### src/sv/smbs_pkg.sv
package smbs_pkg;

    typedef struct packed {
        logic       command;
        logic [7:0] tx_byte;
        logic       miso_level;
    } t_in_item;

    typedef struct packed {
        logic       sck_level;
        logic       mosi_level;
        logic       busy_res;
        logic       done_res;
        logic [7:0] rx_byte;
    } t_out_item;

    localparam int CFG_IDX_W  = 2;
    localparam int CFG_DATA_W = 3;

    localparam logic [CFG_IDX_W-1:0] CFG_CLOCK_POLARITY = 2'd0;
    localparam logic [CFG_IDX_W-1:0] CFG_CLOCK_PHASE    = 2'd1;
    localparam logic [CFG_IDX_W-1:0] CFG_LSB_FIRST      = 2'd2;
    localparam logic [CFG_IDX_W-1:0] CFG_DIVIDER_LOG2   = 2'd3;

    localparam logic CMD_TICK  = 1'b0;
    localparam logic CMD_START = 1'b1;

    localparam logic [2:0] DIV_RESET = 3'd1;

endpackage

### src/sv/smbs_queue.sv
module smbs_queue
    import smbs_pkg::*;
(
    input  logic     i_clk,
    input  logic     i_rst_n,
    input  logic     i_push,
    input  t_in_item i_push_data,
    output logic     o_full,
    input  logic     i_pop,
    output logic     o_empty,
    output t_in_item o_head
);

    t_in_item   r_mem [2];
    logic       r_wr_ptr;
    logic       r_rd_ptr;
    logic [1:0] r_count;
    logic [1:0] n_count;

    assign o_full  = (r_count == 2'd2);
    assign o_empty = (r_count == 2'd0);
    assign o_head  = r_mem[r_rd_ptr];

    always_comb begin
        n_count = r_count;
        if (i_push && !i_pop) begin
            n_count = r_count + 2'd1;
        end else if (!i_push && i_pop) begin
            n_count = r_count - 2'd1;
        end
    end

    always_ff @(posedge i_clk) begin
        if (!i_rst_n) begin
            r_wr_ptr <= 1'b0;
            r_rd_ptr <= 1'b0;
            r_count  <= 2'd0;
        end else begin
            if (i_push) begin
                r_wr_ptr <= ~r_wr_ptr;
            end
            if (i_pop) begin
                r_rd_ptr <= ~r_rd_ptr;
            end
            r_count <= n_count;
        end
    end

    always_ff @(posedge i_clk) begin
        if (i_push) begin
            r_mem[r_wr_ptr] <= i_push_data;
        end
    end

endmodule

### src/sv/smbs_engine.sv
module smbs_engine
    import smbs_pkg::*;
#(
    parameter int WORD_BITS = 8
) (
    input  logic                  i_clk,
    input  logic                  i_rst_n,
    input  logic                  i_cfg_we,
    input  logic [CFG_IDX_W-1:0]  i_cfg_index,
    input  logic [CFG_DATA_W-1:0] i_cfg_data,
    input  logic                  i_item_valid,
    input  t_in_item              i_item,
    output logic                  o_item_pop,
    output logic                  o_out_valid,
    input  logic                  i_out_ready,
    output t_out_item             o_out_data
);

    localparam int ECW = $clog2(2 * WORD_BITS + 1);
    localparam int IW  = (WORD_BITS > 1) ? $clog2(WORD_BITS) : 1;

    logic                 r_cpol;
    logic                 r_cpha;
    logic                 r_lsb;
    logic [2:0]           r_div;

    logic [WORD_BITS-1:0] r_tx;
    logic [WORD_BITS-1:0] r_rx;
    logic [ECW-1:0]       r_ec;
    logic [6:0]           r_tick;
    logic                 r_sck;
    logic                 r_act;

    logic [WORD_BITS-1:0] n_tx;
    logic [WORD_BITS-1:0] n_rx;
    logic [ECW-1:0]       n_ec;
    logic [6:0]           n_tick;
    logic                 n_sck;
    logic                 n_act;

    logic                 r_out_valid;
    t_out_item            r_out;
    t_out_item            n_out;

    logic [2:0]           div_eff;
    logic [6:0]           half;
    logic [6:0]           tick_inc;
    logic [ECW-1:0]       ec_inc;
    logic [ECW-1:0]       nec_m1;
    logic [IW-1:0]        rx_idx;
    logic [IW-1:0]        tx_idx;
    logic [IW-1:0]        tx_pos;
    logic                 done;
    logic [7:0]           rx_out;

    assign o_item_pop  = i_item_valid && (!r_out_valid || i_out_ready);
    assign o_out_valid = r_out_valid;
    assign o_out_data  = r_out;

    always_comb begin
        n_tx     = r_tx;
        n_rx     = r_rx;
        n_ec     = r_ec;
        n_tick   = r_tick;
        n_sck    = r_sck;
        n_act    = r_act;
        done     = 1'b0;
        rx_out   = 8'd0;
        div_eff  = (r_div == 3'd0) ? 3'd1 : r_div;
        half     = 7'd1 << (div_eff - 3'd1);
        tick_inc = r_tick + 7'd1;
        ec_inc   = r_ec + ECW'(1);
        rx_idx   = r_ec[IW:1];
        if (!r_act) begin
            n_sck = r_cpol;
            if (i_item.command == CMD_START) begin
                n_tx   = WORD_BITS'(i_item.tx_byte);
                n_rx   = '0;
                n_ec   = '0;
                n_tick = 7'd0;
                n_act  = 1'b1;
            end
        end else begin
            n_tick = tick_inc;
            if (tick_inc >= half) begin
                n_tick = 7'd0;
                n_ec   = ec_inc;
                n_sck  = ~r_sck;
                if (ec_inc[0] == !r_cpha) begin
                    if (r_lsb) begin
                        n_rx[rx_idx] = r_rx[rx_idx] | i_item.miso_level;
                    end else begin
                        n_rx = {r_rx[WORD_BITS-2:0], i_item.miso_level};
                    end
                end
                if (ec_inc >= ECW'(2 * WORD_BITS)) begin
                    done   = 1'b1;
                    rx_out = 8'(n_rx);
                    n_act  = 1'b0;
                    n_ec   = '0;
                end
            end
        end
    end

    // data bit shown on mosi after this tick
    always_comb begin
        nec_m1 = n_ec - ECW'(1);
        if (r_cpha) begin
            tx_idx = (n_ec == '0) ? '0 : nec_m1[IW:1];
        end else begin
            tx_idx = n_ec[IW:1];
        end
        tx_pos = r_lsb ? tx_idx : (IW'(WORD_BITS - 1) - tx_idx);
        n_out.sck_level  = n_sck;
        n_out.mosi_level = n_act ? n_tx[tx_pos] : 1'b0;
        n_out.busy_res   = n_act;
        n_out.done_res   = done;
        n_out.rx_byte    = rx_out;
    end

    always_ff @(posedge i_clk) begin
        if (!i_rst_n) begin
            r_cpol      <= 1'b0;
            r_cpha      <= 1'b0;
            r_lsb       <= 1'b0;
            r_div       <= DIV_RESET;
            r_tx        <= '0;
            r_rx        <= '0;
            r_ec        <= '0;
            r_tick      <= 7'd0;
            r_sck       <= 1'b0;
            r_act       <= 1'b0;
            r_out_valid <= 1'b0;
        end else begin
            if (i_cfg_we) begin
                case (i_cfg_index)
                    CFG_CLOCK_POLARITY: r_cpol <= i_cfg_data[0];
                    CFG_CLOCK_PHASE:    r_cpha <= i_cfg_data[0];
                    CFG_LSB_FIRST:      r_lsb  <= i_cfg_data[0];
                    CFG_DIVIDER_LOG2:   r_div  <= i_cfg_data;
                    default:            r_div  <= r_div;
                endcase
            end
            if (o_item_pop) begin
                r_tx   <= n_tx;
                r_rx   <= n_rx;
                r_ec   <= n_ec;
                r_tick <= n_tick;
                r_sck  <= n_sck;
                r_act  <= n_act;
            end
            if (o_item_pop) begin
                r_out_valid <= 1'b1;
            end else if (i_out_ready) begin
                r_out_valid <= 1'b0;
            end
        end
    end

    always_ff @(posedge i_clk) begin
        if (o_item_pop) begin
            r_out <= n_out;
        end
    end

endmodule

### src/sv/spi_master_byte_shifter.sv
// one result per accepted tick, sustained rate one transfer per cycle,
// when the output does not stall; a result is registered when its tick
// is accepted, and shown in the cycle after; ticks pass the queue first
// input ready drops only when the queue is full under output stall
// synchronous active-low reset clears the queue, the engine state and
// sets the registers to mode 0, msb first, divider 2
module spi_master_byte_shifter
    import smbs_pkg::*;
#(
    parameter int WORD_BITS = 8
) (
    input  logic                  i_clk,
    input  logic                  i_rst_n,
    input  logic                  i_cfg_we,
    input  logic [CFG_IDX_W-1:0]  i_cfg_index,
    input  logic [CFG_DATA_W-1:0] i_cfg_data,
    input  logic                  i_in_valid,
    output logic                  o_in_ready,
    input  t_in_item              i_in_data,
    output logic                  o_out_valid,
    input  logic                  i_out_ready,
    output t_out_item             o_out_data
);

    logic     q_full;
    logic     q_empty;
    logic     q_pop;
    t_in_item q_head;

    assign o_in_ready = !q_full;

    smbs_queue u_queue (
        .i_clk       (i_clk),
        .i_rst_n     (i_rst_n),
        .i_push      (i_in_valid && !q_full),
        .i_push_data (i_in_data),
        .o_full      (q_full),
        .i_pop       (q_pop),
        .o_empty     (q_empty),
        .o_head      (q_head)
    );

    smbs_engine #(
        .WORD_BITS (WORD_BITS)
    ) u_engine (
        .i_clk        (i_clk),
        .i_rst_n      (i_rst_n),
        .i_cfg_we     (i_cfg_we),
        .i_cfg_index  (i_cfg_index),
        .i_cfg_data   (i_cfg_data),
        .i_item_valid (!q_empty),
        .i_item       (q_head),
        .o_item_pop   (q_pop),
        .o_out_valid  (o_out_valid),
        .i_out_ready  (i_out_ready),
        .o_out_data   (o_out_data)
    );

endmodule

### config.mk
export PLATFORM = sky130hd
export DESIGN_NAME = spi_master_byte_shifter
export DESIGN_NICKNAME = d
export VERILOG_FILES = /design/src/sv/smbs_pkg.sv /design/src/sv/smbs_queue.sv /design/src/sv/smbs_engine.sv /design/src/sv/spi_master_byte_shifter.sv
export SDC_FILE = /design/constraint.sdc
export NUM_CORES = 1
export LEC_CHECK = 0
export BUFFER_PORTS_ARGS = -buffer_cell sky130_fd_sc_hd__buf_2
export CAP_MARGIN = 20
export CORE_AREA = 2 2 110 91
export CTS_CLUSTER_SIZE = 10
export DETAILED_ROUTE_END_ITERATION = 8
export DIE_AREA = 0 0 112 93
export GPL_TIMING_DRIVEN = 0
export PLACE_DENSITY = 0.61
export SETUP_SLACK_MARGIN = 0.4
export SYNTH_ARGS = -nofsm -noshare
export SYNTH_HDL_FRONTEND = slang
export SYNTH_SLANG_ARGS = --single-unit
### constraint.sdc
create_clock -name i_clk -period 3.79 [get_ports i_clk]
set_clock_uncertainty 0.1 [all_clocks]
set_input_delay 0.1895 -clock i_clk [delete_from_list [all_inputs] [get_ports i_clk]]
set_output_delay 0.1895 -clock i_clk [all_outputs]
set_load 0.1 [all_outputs]
# Yosys cells after proc, flatten, opt, wreduce, memory -nomap -nowiden
# Memory sizes are Yosys's and may differ from the RTL's. A register that Yosys moved wholly into a read port is not among the register bits.
# Index checks and enable logic that the tools add are counted.
[classes]
addsub = 7
magnitude_cmp = 5
n_eq_ne = 6
shift = 1
n_mux = 40
n_bitwise = 4
reduce_logical = 27
[op_table]
columns = ["op", "n"]
rows = [
  ["8-bit two-way mux", 7],
  ["7-bit two-way mux", 3],
  ["5-bit two-way mux", 4],
  ["1-bit two-way mux", 16],
  ["3-bit two-way mux", 4],
  ["2-bit AND reduction", 6],
  ["8-bit bitwise mux", 1],
  ["3-bit by 4-bit < comparator with 1-bit output (second input constant)", 2],
  ["7-bit by 1-bit adder with 7-bit output (second input constant)", 1],
  ["7-bit >= comparator", 1],
  ["1-bit by 3-bit left shift with 7-bit output (first input constant)", 1],
  ["1-bit binary-select mux with 3-bit select", 2],
  ["2-bit == test (second input constant)", 3],
  ["1-bit zero test", 6],
  ["3-bit AND reduction", 2],
  ["2-bit nonzero test", 3],
  ["5-bit by 1-bit adder with 5-bit output (second input constant)", 1],
  ["5-bit >= comparator (second input constant)", 1],
  ["1-bit logical AND", 5],
  ["5-bit zero test", 1],
  ["2-bit zero test", 2],
  ["2-bit two-way mux", 2],
  ["4-bit by 1-bit subtractor with 4-bit output (second input constant)", 1],
  ["1-bit demux with 3-bit select", 1],
  ["12 further kinds", 14],
]
[word_totals]
register_bits = 53
mem_bits_rw = 20
output_inout_bits = 14
wordCells = 110
n_memories = 1
[memory_table]
columns = ["name", "words", "width", "rd", "rd_ports_with_merged_regs", "write_ports", "line_no", "text"]
rows = [
  ["u_queue.r_mem", 2, 10, 1, 1, 1, "smbs_queue.sv:14", "t_in_item r_mem [2];"],
]

# Logic depth before layout (Yosys ltp)
[logic_depth]
word_depth = 14
ltp_mapped = 18
ltp_nobuf = 18

# By module
# Synthesis repeated with hierarchy kept, for this count alone.
[hier_totals]
cells_unflattened = 410
area_unflattened_um2 = 4040.1
[modules_own_cells]
columns = ["module", "instances", "cells_each", "area_each_um2"]
rows = [
  ["smbs_engine", 1, 354, 3089.2],
  ["smbs_queue", 1, 53, 937.1],
  ["spi_master_byte_shifter", 1, 3, 13.8],
]

# Least setup slack after synthesis
# Ideal clock, no wire load.
[synth_path]
kind = "register -> register"
startpoint = "reg u_engine.r_tick[0]"
endpoint = "reg u_engine.r_out, in the netlist u_engine.o_out_data[10] (data pin)"
t_arrival_ns = 3.368
required_ns = 3.427
setup_slack_ns = 0.059
path_stages_with_launch = 19
synth_period_minus_slack_ns = 3.731
path_cell_list = "dfxtp_1 > ha_1 > nand3_1 > nor2_1 > xor2_1 > ha_1 > a21oi_1 > o21ai_1 > a21o_1 > a21oi_1 > a22oi_1 > ha_1 > inv_1 > a21oi_1 > o31a_1 > nor4_1 > o22ai_2 > o211ai_2 > a31oi_1"
[synth_via]
elab_chain_len = 11
elab_cells_between_ends = 14
[synth_rtl]
columns = ["item", "line_no", "text"]
rows = [
  ["from (decl)", "smbs_engine.sv:30", "logic [6:0] r_tick;"],
  ["from (signal assigned)", "smbs_engine.sv:149", "r_tick <= n_tick;"],
  ["7-bit by 1-bit adder with 7-bit output *", "smbs_engine.sv:71", "tick_inc = r_tick + 7'd1;"],
  ["7-bit >= comparator *", "smbs_engine.sv:85", "if (tick_inc >= half) begin"],
  ["5-bit two-way mux", "smbs_engine.sv:85", ""],
  ["5-bit two-way mux", "smbs_engine.sv:74", "if (!r_act) begin"],
  ["4-bit by 1-bit subtractor with 4-bit output / 5-bit zero test (equally long branches)", "smbs_engine.sv:108, smbs_engine.sv:110", ""],
  ["3-bit two-way mux", "smbs_engine.sv:110", "tx_idx = (n_ec == '0) ? '0 : nec_m1[IW:1];"],
  ["3-bit two-way mux", "smbs_engine.sv:109", "if (r_cpha) begin"],
  ["3-bit subtractor", "smbs_engine.sv:114", "tx_pos = r_lsb ? tx_idx : (IW'(WORD_BITS - 1) - tx_idx);"],
  ["3-bit two-way mux", "smbs_engine.sv:114", ""],
  ["1-bit binary-select mux with 3-bit select", "smbs_engine.sv:116", "n_out.mosi_level = n_act ? n_tx[tx_pos] : 1'b0;"],
  ["1-bit two-way mux (implied by the code)", "smbs_engine.sv:116", ""],
  ["to (signal assigned)", "smbs_engine.sv:163", "r_out <= n_out;"],
  ["to (decl)", "smbs_engine.sv:42", "t_out_item r_out;"],
]
# Mark *: on every way between the ends. The rest lies on a longest branch, timed or not. The select of a mux whose other input is x is not followed.
# A chain may end at the register's enable or synchronous reset.

# Worst setup path in the final report
# Ends and elaborated chain as after synthesis.

==> results.md <==
- Setup repair after global routing could not meet its margin everywhere.
- The most used standard cell by instance count after synthesis is sky130_fd_sc_hd__nand2_1.
- Buffers placed on the I/O ports in this run total 33.
- The vertical extent of the die is roughly 93 µm.
- The number of clock sinks seen by CTS is 74.
- The deepest clock path buffer count is 2.
- The Yosys step of the flow raised 0 warnings.
- The top-area cell type share of the netlist area is a little under a quarter.
- The end point of the critical path is u_engine.o_out_data[10].
- The wire length after detailed routing is 9970 µm.
- Counting flops and latches in the post-synthesis netlist gives 74.
- The level count of the clock H-tree is 3.
- The number of global-route vias before repair came to around 3300.
- TritonCTS built the clock tree.
- The count of final max-slew check failures came to 0.
- In this run the most critical hold path is launched from i_cfg_data[2].
- Ranked by total cell area, the synthesized netlist is headed by sky130_fd_sc_hd__edfxtp_1 (24%), sky130_fd_sc_hd__dfxtp_1 (21%), sky130_fd_sc_hd__mux2i_1 (5.6%).
- The worst register-to-register path ends at u_engine.o_out_data[10].
- After the last flow step, the layout net total stands at 528.
- The capturing element type of the critical path is a flip-flop.
- The final route contains 3413 vias.
- Once the floorplan was initialized, standard cells occupied 43.6% of the core.
- The DRC violations left is 0.
- Counting instances in the post-synthesis netlist gives the leading cell types as sky130_fd_sc_hd__nand2_1 (55), sky130_fd_sc_hd__dfxtp_1 (42), sky130_fd_sc_hd__edfxtp_1 (32), sky130_fd_sc_hd__nor2_1 (32), sky130_fd_sc_hd__nor2b_1 (24).
- The diode insertion count for antenna repair is 0.
- The combined area of all synthesized cells is around 4000 µm².
- Detailed placement ended at an HPWL of 7050 µm.
- Counting I/O delays and the setup requirement, the final critical path takes 3.73 ns.
- The all-layer global routing usage is 20.0%.
- Synthesis instantiated 66 different standard cells from the library.
- Measured on the finished design, the core utilization comes to a little over half.
- The number of search-and-repair iterations in the first detailed-routing pass is 5.
- Counting flops with an async set or reset pin after synthesis yields a share of 0%.
- The largest driver fanout on the critical path is 6.
- The floorplan step set the die width to 112 µm.
- Clock-pin slew was measured on the worst setup and hold paths at around 0.060 ns.
- The most critical setup path has its startpoint at u_engine.r_tick[0].
- Power spread over the standard cell area amounts to 641 nW/µm².
- The headroom to the max-slew limit is 39.5%.
- The number of violations of the max-capacitance limit is 0.
- The setup path with the least slack is of type reg2reg.
- The leakage dissipation is 1.88 nW.
- The area growth from synthesis to layout is 24.9%.
- The arrival time at the worst endpoint is approximately 3.7 ns.
- The most used flip-flop cell after synthesis is sky130_fd_sc_hd__dfxtp_1.
- The synthesized instance count is approximately 430.
- The top-level port count is 34.
- The wire length of the first global-routing pass is 16400 µm.
- The library cell with the largest summed area after synthesis is sky130_fd_sc_hd__edfxtp_1.
- In this run the critical register-to-register path is launched from u_engine.r_tick[0].
- Dividing the detail-routed via count by the number of cells gives approximately 5.5.
- The share of final-layout standard cells stronger than drive strength 1 is 23.8%.
- The floorplan core area is 9370 µm².
- The overall die area is ~10000 µm².
- Routability-driven placement finished with a final weighted congestion of 0.883.
- The residual overflow from global routing is 0.
- The path class of the lowest-slack min-delay path is in2reg.
- The final hold violation count is 0.
- Summed over all failing endpoints, the final setup total negative slack is 0 ns.
- The ratio of final minimum period to clock period is 98.4%.
- The worst ir drop on vdd is 597 µV.
- The fmax is 268 MHz.
- The slew at the pin closest to its max-slew limit is between 0.9 and 1 ns.
- The count of nets left with antenna violations after detail routing is 0.
- The setup slack of the most critical reg-to-reg path is 0.06 ns.
- The kind of start point of the critical path is a flip-flop.
- The count of final setup violators is 0.
- Clock latency on the worst-skew pair, taken at its later pin, is between 0.3 and 0.4 ns.
- The count of cells along the worst register-to-register path is 19.
- The filler cells instantiated in the layout total 862.
- The number of synthesized flops with an enable pin is 32.
- The post-synthesis net count is 461.
- Row generation in the floorplan step produced 32 rows.
- The tree is rooted in a sky130_fd_sc_hd__clkbuf_16.
- The final routed wire length divided by cell count is 16.1 µm.
- The data required time of the worst path is 3.77 ns.
- The iteration-0 DRC count of the detailed router is 336.
- In this run the mean area of a mapped cell was roughly 9.5 µm².
- The flow ran to the end, and the final reports show no timing, DRC or antenna violations.
- The pin count of the biggest net entering global routing is 15.
- The post-synthesis sequential area ratio is approximately 44%.
- The clock buffer count from CTS is 9.
- The initial antenna violation count is 0.
area by class of cell:
type | instances | area [µm²] | share of cell area [%]
plain buffers | 22 | 97.6 | 1.91
clock buffers | 9 | 225 | 4.41
clock inverters | 7 | 55.1 | 1.08
inverters | 9 | 33.8 | 0.662
multi-input cells | 324 | 2360 | 46.3
flip-flops and latches | 74 | 1810 | 35.4
well taps | 119 | 149 | 2.92
repair buffers | 56 | 370 | 7.25
worst max-delay path, stage by stage (launching register included):
cell	delay, ns
sky130_fd_sc_hd__dfxtp_4	0.35
sky130_fd_sc_hd__ha_4	0.15
sky130_fd_sc_hd__nand3_4	0.10
sky130_fd_sc_hd__nor2_4	0.14
sky130_fd_sc_hd__xor2_2	0.24
sky130_fd_sc_hd__ha_4	0.26
sky130_fd_sc_hd__a21oi_4	0.16
sky130_fd_sc_hd__o21ai_4	0.09
sky130_fd_sc_hd__a21oi_4	0.21
sky130_fd_sc_hd__nor2_4	0.09
sky130_fd_sc_hd__a22oi_2	0.23
sky130_fd_sc_hd__ha_4	0.17
sky130_fd_sc_hd__inv_2	0.04
sky130_fd_sc_hd__a2111oi_4	0.27
sky130_fd_sc_hd__mux2i_2	0.25
sky130_fd_sc_hd__buf_4	0.16
sky130_fd_sc_hd__nor2_4	0.05
sky130_fd_sc_hd__mux2i_2	0.15
sky130_fd_sc_hd__o211ai_2	0.17
sky130_fd_sc_hd__a31oi_1	0.07
timing repair:
item | in CTS | in global routing
pin swaps | 7 | 11
endpoints found under the setup margin | 1 | 1
buffers inserted | 11 | 1
hold buffers | 10 | 0
cloned | 0 | 0
hold endpoints to repair | 20 | 0
gates resized for setup | 5 | 13
cells in the final DEF, fill, tap and decap left out, types with 3 or more instances in the layout:
cell	synthesis	layout
sky130_fd_sc_hd__dfxtp_2	0	3
sky130_fd_sc_hd__and2_1	18	18
sky130_fd_sc_hd__a21oi_1	19	14
sky130_fd_sc_hd__a21oi_4	0	3
sky130_fd_sc_hd__clkbuf_1	13	13
sky130_fd_sc_hd__nor3_1	6	6
sky130_fd_sc_hd__buf_4	2	14
sky130_fd_sc_hd__o221ai_1	5	5
sky130_fd_sc_hd__a22oi_1	10	9
sky130_fd_sc_hd__dfxtp_1	42	38
sky130_fd_sc_hd__nor2_1	32	27
sky130_fd_sc_hd__o22ai_1	3	3
sky130_fd_sc_hd__ha_1	12	9
sky130_fd_sc_hd__edfxtp_1	32	32
sky130_fd_sc_hd__ha_4	0	3
sky130_fd_sc_hd__xor2_1	5	4
sky130_fd_sc_hd__nand2_1	55	54
sky130_fd_sc_hd__a21boi_0	10	10
sky130_fd_sc_hd__nand3_1	16	15
sky130_fd_sc_hd__buf_2	6	39
sky130_fd_sc_hd__clkbuf_16	0	9
sky130_fd_sc_hd__nor2b_1	24	24
sky130_fd_sc_hd__nand3b_1	6	6
sky130_fd_sc_hd__a21oi_2	2	4
sky130_fd_sc_hd__mux2i_1	23	21
sky130_fd_sc_hd__inv_1	9	8
sky130_fd_sc_hd__clkinv_4	0	3
sky130_fd_sc_hd__o21ai_0	17	16
sky130_fd_sc_hd__mux2_2	3	3
sky130_fd_sc_hd__dlygate4sd3_1	0	10
sky130_fd_sc_hd__nor2_4	0	4
sky130_fd_sc_hd__xnor2_1	9	8
metal layers:
layer | wire length (µm) | share of wire (%) | track usage (%) | vias to the layer above
li1 | - | - | - | 1684
met1 | 4600 | 46 | 27.5 | 1604
met2 | 4580 | 46 | 31.7 | 100
met3 | 587 | 5.9 | 4.54 | 25
met4 | 201 | 2.0 | 6.50 | 0
met5 | 0 | 0 | 0 | -
where the power goes:
group          internal (W)  leakage (nW)  switching [W]
Clock              0.000447         0.132       0.000344
Combinational      0.000377          1.10        0.00104
Sequential          0.00101         0.648      0.0000590
worst min path at each step:
stage                           to  slack [ns]  depth (start not counted)
3_5_place_dp   u_queue.r_mem[1][5]        0.28                          1
5_1_grt           u_engine.r_tx[6]        0.04                          2
2_1_floorplan  u_queue.r_mem[0][0]        0.19                          0
4_1_cts          u_engine.r_div[1]       0.005                          3
3_3_place_gp   u_queue.r_mem[0][4]        0.28                          1
6_report         u_engine.r_div[2]        0.01                          3
registers in the layout (all words and copies together), names as in the netlist, named ones only:
signal	count
u_queue.r_mem	20
u_engine.o_out_data	12
u_engine.r_rx	8
u_engine.r_tx	8
u_engine.r_tick	7
u_engine.r_ec	5
u_engine.r_div	3
u_queue.r_count	2
u_engine.o_out_valid	1
u_engine.r_act	1
u_engine.r_cpha	1
u_engine.r_cpol	1
u_engine.r_lsb	1
u_engine.r_sck	1
u_queue.r_rd_ptr	1
u_queue.r_wr_ptr	1
logic make-up after synthesis:
kind of cell / Yosys count / share of synthesized area [%]
XOR/XNOR: 14 / 3.00
multiplexers: 27 / 7.01
buffers and inverters: 31 / 3.21
AO/OA/AOI/OAI: 96 / 17.4
flip-flops: 74 / 44.1
adder cells (fa/ha/maj): 12 / 3.67
AND/OR/NAND/NOR: 175 / 21.6
metrics by stage:
step | total power (W) | hold WS [ns] | cells | instance area, µm² | worst slack (ns)
after global placement | 0.00240 | 0.276 | 581 | 4520 | -0.0697
after detailed placement | 0.00243 | 0.281 | 582 | 4530 | -0.128
final | 0.00327 | 0.0112 | 620 | 5100 | 0.0588
after floorplan | 0.00215 | 0.188 | 429 | 4200 | 0.266
after global routing | 0.00345 | 0.0427 | 620 | 5100 | -0.138
after CTS | 0.00327 | 0.00535 | 619 | 5020 | 0.0489
Power figures use the tool's default switching activity.
